### src/hdl/prc_pkg.sv
`timescale 1ns / 1ps

package prc_pkg;

  // CRC-16 definition: polynomial 0x8005, MSB first, no reflection, no final XOR.
  localparam logic [15:0] CrcPoly = 16'h8005;
  localparam logic [15:0] CrcInit = 16'hFFFF;
  localparam int unsigned WordW = 32;
  localparam int unsigned CrcW = 16;
  localparam int unsigned CountW = 6;

  // Result status codes.
  localparam logic [1:0] StatusOk      = 2'd0;
  localparam logic [1:0] StatusVersion = 2'd1;
  localparam logic [1:0] StatusCrc     = 2'd2;

  // Configuration register indexes.
  localparam int unsigned CfgIdxW = 4;
  localparam logic [CfgIdxW-1:0] CfgIdxCovered = 4'd0;
  localparam logic [CfgIdxW-1:0] CfgIdxVersion = 4'd1;

  // Configuration seen by the datapath.
  typedef struct packed {
    logic [CountW-1:0] count;
    logic [WordW-1:0]  expected_version;
  } prc_cfg_t;

  // Bit-serial reference update, only evaluated at elaboration to build the columns.
  function automatic logic [CrcW-1:0] crc_serial(logic [CrcW-1:0] crc_in,
                                                 logic [WordW-1:0] word_in);
    logic [CrcW-1:0]  c;
    logic [WordW-1:0] w;
    logic             fb;
    c = crc_in;
    w = word_in;
    for (int b = 0; b < WordW; b++) begin
      fb = c[CrcW-1] ^ w[WordW-1];
      c  = {c[CrcW-2:0], 1'b0};
      if (fb) begin
        c = c ^ CrcPoly;
      end
      w = {w[WordW-2:0], 1'b0};
    end
    return c;
  endfunction

  // Contribution of each word bit to the updated CRC.
  function automatic logic [WordW-1:0][CrcW-1:0] word_columns();
    logic [WordW-1:0][CrcW-1:0] cols;
    for (int b = 0; b < WordW; b++) begin
      cols[b] = crc_serial('0, WordW'(1) << b);
    end
    return cols;
  endfunction

  // Contribution of each bit of the previous CRC to the updated CRC.
  function automatic logic [CrcW-1:0][CrcW-1:0] crc_columns();
    logic [CrcW-1:0][CrcW-1:0] cols;
    for (int j = 0; j < CrcW; j++) begin
      cols[j] = crc_serial(CrcW'(1) << j, '0);
    end
    return cols;
  endfunction

  localparam logic [WordW-1:0][CrcW-1:0] WordCols = word_columns();
  localparam logic [CrcW-1:0][CrcW-1:0]  CrcCols  = crc_columns();

  // One 32-bit CRC step as a flat XOR network over the precomputed columns.
  function automatic logic [CrcW-1:0] crc_next(logic [CrcW-1:0] crc_in,
                                               logic [WordW-1:0] word_in);
    logic [CrcW-1:0] acc;
    acc = '0;
    for (int b = 0; b < WordW; b++) begin
      acc = acc ^ ({CrcW{word_in[b]}} & WordCols[b]);
    end
    for (int j = 0; j < CrcW; j++) begin
      acc = acc ^ ({CrcW{crc_in[j]}} & CrcCols[j]);
    end
    return acc;
  endfunction

endpackage

### src/hdl/prc_core.sv
`timescale 1ns / 1ps

module prc_core #(
  parameter int unsigned MAX_WORDS = 64
) (
  input  logic                        clk_i,
  input  logic                        rst_ni,
  input  prc_pkg::prc_cfg_t           cfg_i,
  input  logic                        in_valid_i,
  output logic                        in_stall_o,
  input  logic [prc_pkg::WordW-1:0]   word_i,
  output logic                        out_valid_o,
  input  logic                        out_stall_i,
  output logic [1:0]                  status_o,
  output logic [prc_pkg::CrcW-1:0]    computed_crc_o
);

  localparam int unsigned PosW = (MAX_WORDS > 2) ? $clog2(MAX_WORDS) : 1;

  logic                       in_valid_q;
  logic [prc_pkg::WordW-1:0]  in_word_q;
  logic [prc_pkg::CrcW-1:0]   crc_q, crc_d;
  logic [PosW-1:0]            pos_q, pos_d;
  logic                       ver_bad_q, ver_bad_d;
  logic                       out_valid_q, out_valid_d;
  logic [1:0]                 status_q, status_d;
  logic [prc_pkg::CrcW-1:0]   out_crc_q;
  logic                       is_final;
  logic                       advance;
  logic                       in_take;

  // The word in the input register is the stored CRC word once the covered count is reached.
  assign is_final   = prc_pkg::CountW'(pos_q) >= cfg_i.count;
  assign advance    = in_valid_q && (!is_final || !out_valid_q || !out_stall_i);
  assign in_stall_o = in_valid_q && !advance;
  assign in_take    = in_valid_i && !in_stall_o;

  // Input register.
  always_ff @(posedge clk_i or negedge rst_ni) begin
    if (!rst_ni) begin
      in_valid_q <= 1'b0;
    end else if (in_take) begin
      in_valid_q <= 1'b1;
    end else if (advance) begin
      in_valid_q <= 1'b0;
    end
  end

  always_ff @(posedge clk_i) begin
    if (in_take) begin
      in_word_q <= word_i;
    end
  end

  // Record state update and result formation.
  always_comb begin
    crc_d     = crc_q;
    pos_d     = pos_q;
    ver_bad_d = ver_bad_q;
    status_d  = status_q;
    if (advance) begin
      if (!is_final) begin
        if (pos_q == '0) begin
          ver_bad_d = in_word_q != cfg_i.expected_version;
        end
        crc_d = prc_pkg::crc_next(crc_q, in_word_q);
        pos_d = pos_q + PosW'(1);
      end else begin
        if (ver_bad_q) begin
          status_d = prc_pkg::StatusVersion;
        end else if (in_word_q[prc_pkg::CrcW-1:0] != crc_q) begin
          status_d = prc_pkg::StatusCrc;
        end else begin
          status_d = prc_pkg::StatusOk;
        end
        crc_d     = prc_pkg::CrcInit;
        pos_d     = '0;
        ver_bad_d = 1'b0;
      end
    end
  end

  // Output register valid: set by a finished record, cleared when the word is taken.
  always_comb begin
    out_valid_d = out_valid_q;
    if (advance && is_final) begin
      out_valid_d = 1'b1;
    end else if (out_valid_q && !out_stall_i) begin
      out_valid_d = 1'b0;
    end
  end

  always_ff @(posedge clk_i or negedge rst_ni) begin
    if (!rst_ni) begin
      crc_q       <= prc_pkg::CrcInit;
      pos_q       <= '0;
      ver_bad_q   <= 1'b0;
      out_valid_q <= 1'b0;
      status_q    <= prc_pkg::StatusOk;
    end else begin
      crc_q       <= crc_d;
      pos_q       <= pos_d;
      ver_bad_q   <= ver_bad_d;
      out_valid_q <= out_valid_d;
      status_q    <= status_d;
    end
  end

  always_ff @(posedge clk_i) begin
    if (advance && is_final) begin
      out_crc_q <= crc_q;
    end
  end

  assign out_valid_o    = out_valid_q;
  assign status_o       = status_q;
  assign computed_crc_o = out_crc_q;

  // A finished record always shows a result in the next cycle.
  assert property (@(posedge clk_i) disable iff (!rst_ni)
    advance && is_final |=> out_valid_q)
    else $error("finished record gave no result");

  // A bad version word wins over a CRC mismatch.
  assert property (@(posedge clk_i) disable iff (!rst_ni)
    advance && is_final && ver_bad_q |=> status_q == prc_pkg::StatusVersion)
    else $error("version mismatch not reported");

  // Record state restarts after the CRC word.
  assert property (@(posedge clk_i) disable iff (!rst_ni)
    advance && is_final |=> pos_q == '0 && crc_q == prc_pkg::CrcInit && !ver_bad_q)
    else $error("record state not restarted");

  // The status code is always one of the three defined codes.
  assert property (@(posedge clk_i) disable iff (!rst_ni)
    out_valid_q |-> (status_q == prc_pkg::StatusOk || status_q == prc_pkg::StatusVersion ||
                     status_q == prc_pkg::StatusCrc))
    else $error("undefined status code");

endmodule

### config.mk
export PLATFORM = sky130hd
export DESIGN_NAME = prc_core
export DESIGN_NICKNAME = d
export VERILOG_FILES = /design/src/hdl/prc_pkg.sv /design/src/hdl/prc_core.sv
export SDC_FILE = /design/constraint.sdc
export NUM_CORES = 1
export LEC_CHECK = 0
export ABC_CLOCK_PERIOD_IN_PS = 3050
export BUFFER_PORTS_ARGS = -buffer_cell sky130_fd_sc_hd__buf_2
export CAP_MARGIN = 20
export CORE_ASPECT_RATIO = 0.5
export CORE_MARGIN = 2
export CORE_UTILIZATION = 28
export CTS_BUF_LIST = sky130_fd_sc_hd__clkbuf_8
export CTS_CLUSTER_SIZE = 16
export DETAILED_ROUTE_END_ITERATION = 16
export PLACE_DENSITY = 0.48
export SYNTH_ARGS = -nofsm -noshare
export SYNTH_HDL_FRONTEND = slang
export SYNTH_SLANG_ARGS = --single-unit
### constraint.sdc
create_clock -name clk_i -period 3.05 [get_ports clk_i]
set_input_delay 0.61 -clock clk_i [delete_from_list [all_inputs] [get_ports clk_i]]
set_output_delay 0.61 -clock clk_i [all_outputs]
set_load 0.03 [all_outputs]
Word-level counts from Yosys, hierarchy flattened:

Cells that the tools add are included.

* register bits after elaboration: 75
* latch bits: 0
* bits in writable memories: 0
* ROM bits: 0
* input bits: 74
* output and inout bits: 20
* memories kept: 0

* $add $sub $neg: 1
* multipliers: 0
* div/mod/pow operators: 0
* order comparisons: 1
* eq/ne operators: 2
* shift operators: 0
* mux-type cells: 10
* bitwise operators: 47
* reduce and logical (&&, ||, !) cells: 18

Operator list (count)
* XOR 16 bit: 42
* XOR 16 x 15 -> 16 bit: 3
* inequality test 32 bit: 1
* XOR 16 x 14 -> 16 bit: 2
* two-way mux 16 bit: 1
* inequality test 16 bit: 1
* adder 6 x 1 -> 6 bit (second input constant): 1
* >= comparator 6 bit: 1
* logical NOT 6 bit: 1
* two-way mux 1 bit: 6
* two-way mux 6 bit: 1
* nonzero test 2 bit: 3
* logical AND 1 bit: 5
* logical NOT 1 bit: 5
* two-way mux 2 bit: 2
* AND reduction 2 bit: 2
* logical OR 1 bit: 2

Longest topological paths before layout:

* depth in word-level cells: 48
* mapped depth: 10

Worst setup path before layout:

No wires, ideal clock.

* kind: input -> register
* start: in cfg_i[32] (netlist name)
* end: reg in_word_q[0] (netlist name) (enable)
* arrival: 2664 ps
* data required time: 2658 ps
* setup slack: -7 ps
* stages on the path: 8
* path buffers: 1
* cell sequence: ha_1 > nand2b_1 > a211oi_1 > o21ai_0 > a21o_1 > clkbuf_1 > nand3_1 > and2_1

* longest elaborated chain between the ends: 9

Ends and longest elaborated chain
* start, declared: line prc_core.sv:8 `input prc_pkg::prc_cfg_t cfg_i,`
* >= comparator 6 bit: line prc_core.sv:33 `assign is_final = prc_pkg::CountW'(pos_q) >= cfg_i.count;`
* logical NOT 1 bit
* logical OR 1 bit (2 in series): line prc_core.sv:34 `assign advance = in_valid_q && (!is_final || !out_valid_q || !out_stall_i);`
* logical AND 1 bit: line prc_core.sv:34
* logical NOT 1 bit: line prc_core.sv:35 `assign in_stall_o = in_valid_q && !advance;`
* logical AND 1 bit: line prc_core.sv:35
* logical NOT 1 bit: line prc_core.sv:36 `assign in_take = in_valid_i && !in_stall_o;`
* logical AND 1 bit: line prc_core.sv:36
* named net in_take: line prc_core.sv:30 `logic in_take;`
* end signal, assigned: line prc_core.sv:51 `in_word_q <= word_i;`
* end, declared: line prc_core.sv:21 `logic [prc_pkg::WordW-1:0] in_word_q;`

The timed path passes the listed nets, and every way through them passes these cells.
A chain may end at the register's enable or synchronous reset.

Worst setup path in the final report:

* start: reg pos_q[0]
* end: out in_stall_o

* longest elaborated chain between the ends: 7

Ends and longest elaborated chain
* start, declared: line prc_core.sv:23 `logic [PosW-1:0] pos_q, pos_d;`
* start signal, assigned: line prc_core.sv:102 `pos_q <= pos_d;`
* >= comparator 6 bit: line prc_core.sv:33
* logical NOT 1 bit
* logical OR 1 bit (2 in series): line prc_core.sv:34
* logical AND 1 bit: line prc_core.sv:34
* logical NOT 1 bit: line prc_core.sv:35
* logical AND 1 bit: line prc_core.sv:35
* end, declared: line prc_core.sv:10 `output logic in_stall_o,`

Every way passes these cells.

==> results.sh <==
export IMPL_status="completed"
export IMPL_cts_tree="yes"
export IMPL_synth_top_cell_by_area="edfxtp_1"
export IMPL_wl_met2_mm=4.27
export IMPL_routed_top_layer="met4"
export IMPL_ioPinCount=94
export IMPL_max_freq_ghz=0.348
export IMPL_port_buffers=93
export IMPL_critPathRequiredTime_ps=2440
export IMPL_p_comb_share_pct=50.5
export IMPL_clkLatencyLatePin_ps=360
export IMPL_start_util_pct=28.4
export IMPL_clockBufferDepth=2
export IMPL_die_height_um=89.3
export IMPL_grt_pass1_vias=2682
export IMPL_p_sw_mw=2.05
export IMPL_slew_limit_headroom_pct=36.7
export IMPL_avgSynthCellArea_um2=12.5
export IMPL_vias=2624
export IMPL_die_x_um=175
export IMPL_gr_usage_all_layers_pct=14.0
export IMPL_min_period_ps=2870
export IMPL_post_drt_wl_per_cell_um=16.5
export IMPL_arrival_ps=2260
export IMPL_cts_hold_buffers=0
export IMPL_ys_warn_count=0
export IMPL_synth_area_leaders="edfxtp_1 (35%), xnor2_1 (23%), dfstp_2 (10%), dfrtp_1 (6.8%), xor2_1 (3.4%)"
export IMPL_fin_nets=507
export IMPL_swShare_pct=36.5
export IMPL_synth_cells=326
export IMPL_rows=31
export IMPL_drive_gt1_share_pct=33.3
export IMPL_synthTopCellsByCount="xnor2_1 (109), edfxtp_1 (48), nor2_1 (20)"
export IMPL_ys_ff_latch=75
export IMPL_grt_first_pass_wirelength_mm=15.5
export IMPL_ir_drop_mv=0.416
export IMPL_crit_reg2reg_launch="crc_q[9]$_DFFE_PN1P_"
export IMPL_cts_buffers=9
export IMPL_wl_met3_um=474
export IMPL_drc_errors=0
export IMPL_cap_violations=0
export IMPL_met1_length_mm=5.52
export IMPL_rrSetupSlack_ps=420
export IMPL_clkTransAtPathRegs_ps=80
export IMPL_root_buffer="clkbuf_8"
export IMPL_critPathMaxFanout=6
export IMPL_fin_skew_ps=10.6
export IMPL_cp_start_kind="register"
export IMPL_p_int_mw=3.56
export IMPL_post_cts_buffers=0
export IMPL_synth_ff_type="edfxtp_1"
export IMPL_powerDensity_mw_per_mm2=1110
export IMPL_gr_total_overflow=0
export IMPL_antenna_cells=0
export IMPL_synth_most_common_cell="xnor2_1"
export IMPL_synth_edff_count=48
export IMPL_end_kind="primary output"
export IMPL_synth_top_area_share_pct=35.4
export IMPL_grt_max_degree=33
export IMPL_r2r_cells=7
export IMPL_slew_viol_final=0
export IMPL_worst_pin_slew_ps=945
export IMPL_numClockSinks=75
export IMPL_synthDistinctLibCells=34
export IMPL_cts_max_level=3
export IMPL_finalHoldViolCount=0
export IMPL_antenna_found_initial=0
export IMPL_async_flop_share_pct=36.0
export IMPL_pwr_share_clk_pct=18.1
export IMPL_dp_hpwl_mm=8.37
export IMPL_synthesis_nets=408
export IMPL_hp_class="input port to async pin"
export IMPL_syn_to_final_growth_pct=24.4
export IMPL_synth_area_mm2=0.00407
export IMPL_post_route_period_util_pct=94.2
export IMPL_avgViaCountPerCell=4.18
export IMPL_p_leak_nw=1.95
export IMPL_crit_type="register to primary output"
export IMPL_drtIter0Drc=149
export IMPL_setup_tns_ps=0
export IMPL_regToRegEndpoint="crc_q[15]$_DFFE_PN1P_"
export IMPL_yosysSeqAreaShare_pct=52.5
export IMPL_ant_nets=0
export IMPL_final_util_pct=35.3
export IMPL_totalWireLength_mm=10.4
export IMPL_dieArea_mm2=0.0156
export IMPL_routabilityCongestion=0.770
export IMPL_seq_power_share_pct=31.4
export IMPL_grt_setup_unrepaired="false"
export IMPL_firstDrtPassIters=4
export IMPL_core_mm2=0.0144
export IMPL_finalSetupViolCount=0
-- worst max path at each step --
stage                    startpoint                     endpoint
2_1_floorplan             cfg_i[32]       in_word_q[0]$_DFFE_PP_
3_3_place_gp              cfg_i[32]  computed_crc_o[7]$_DFFE_PP_
3_5_place_dp              cfg_i[32]  computed_crc_o[7]$_DFFE_PP_
4_1_cts        pos_q[0]$_DFFE_PN0P_                   in_stall_o
5_1_grt        pos_q[0]$_DFFE_PN0P_                   in_stall_o
6_report       pos_q[0]$_DFFE_PN0P_                   in_stall_o
-- worst max-delay path, cell delays in order, from the launching register on --
cell      delay, ps
dfrtp_1         400
inv_1           130
ha_1            240
nand2b_1        130
a211oi_1        250
o21ai_1         130
a21o_2          260
nand3_1         140
inv_1            50
buf_2           170
-- through the flow --
step	cells	hold slack (ps)	setup slack, ps	cell area (um^2)	power (mW)
4_1_cts	628	288	70.3	5070	5.67
3_5_place_dp	612	500	142	4800	4.63
3_3_place_gp	612	486	226	4800	4.62
5_1_grt	628	289	24.1	5070	5.99
6_report	628	256	176	5070	5.61
2_1_floorplan	326	314	326	4070	3.93
-- logic make-up after synthesis --
family                     Yosys count  share of synthesized area [%]
and+or+nand+nor                     54                           6.57
buffers and inverters               20                           1.94
AOI/OAI and AO/OA                   33                           5.01
muxes                                3                          0.829
adders and majority gates            8                           2.46
DFF                                 75                           52.5
xor gates and xnor gates           133                           30.7
-- flip-flops by register name, summed over array words and instances (netlist names) --
name            cells
crc_q              16
ver_bad_q           1
computed_crc_o     16
status_o            2
out_valid_o         1
pos_q               6
in_valid_q          1
in_word_q          32
-- power groups by stage --
stage	Combinational [mW]	Sequential [mW]	Clock (mW)
2_1_floorplan	2.16	1.77	0
3_3_place_gp	2.83	1.79	0
3_5_place_dp	2.84	1.79	0
4_1_cts	2.86	1.77	1.05
5_1_grt	3.09	1.81	1.09
6_report	2.83	1.76	1.02
-- layout make-up --
type / count / area [um^2]
timing repair buffer: 99 / 523
multi-input combinational: 231 / 1860
clock inverter: 6 / 129
clock buffer: 10 / 138
tap: 198 / 248
sequential: 75 / 2140
inverter: 9 / 33.8
fill: 1460 / 9280
-- routing by layer --
layer	global-route usage, %	vias to the layer above
met5	0	-
met4	3.64	0
met3	3.78	8
met2	20.1	61
met1	20.7	1245
li1	-	1310
-- repair_timing --
| item | CTS | global route |
|---|---|---|
| hold endpoints to repair | 0 | 0 |
| gates resized for setup | 0 | 2 |
| endpoints found under the setup margin | 0 | 1 |
-- cell usage in the layout (no fill, tap or decap), types with 4 or more instances in the layout --
cell and instances:
nand2_1 8, a21oi_1 17, nor2_1 20, clkbuf_8 10, buf_2 93, bufinv_16 4
buf_4 5, inv_1 10, xnor2_1 109, xnor2_2 4, xor2_1 16, dfstp_2 16
nand4_1 12, ha_1 8, dfrtp_1 11, edfxtp_1 48, o21ai_0 4
(Power assumes the default switching activity.)
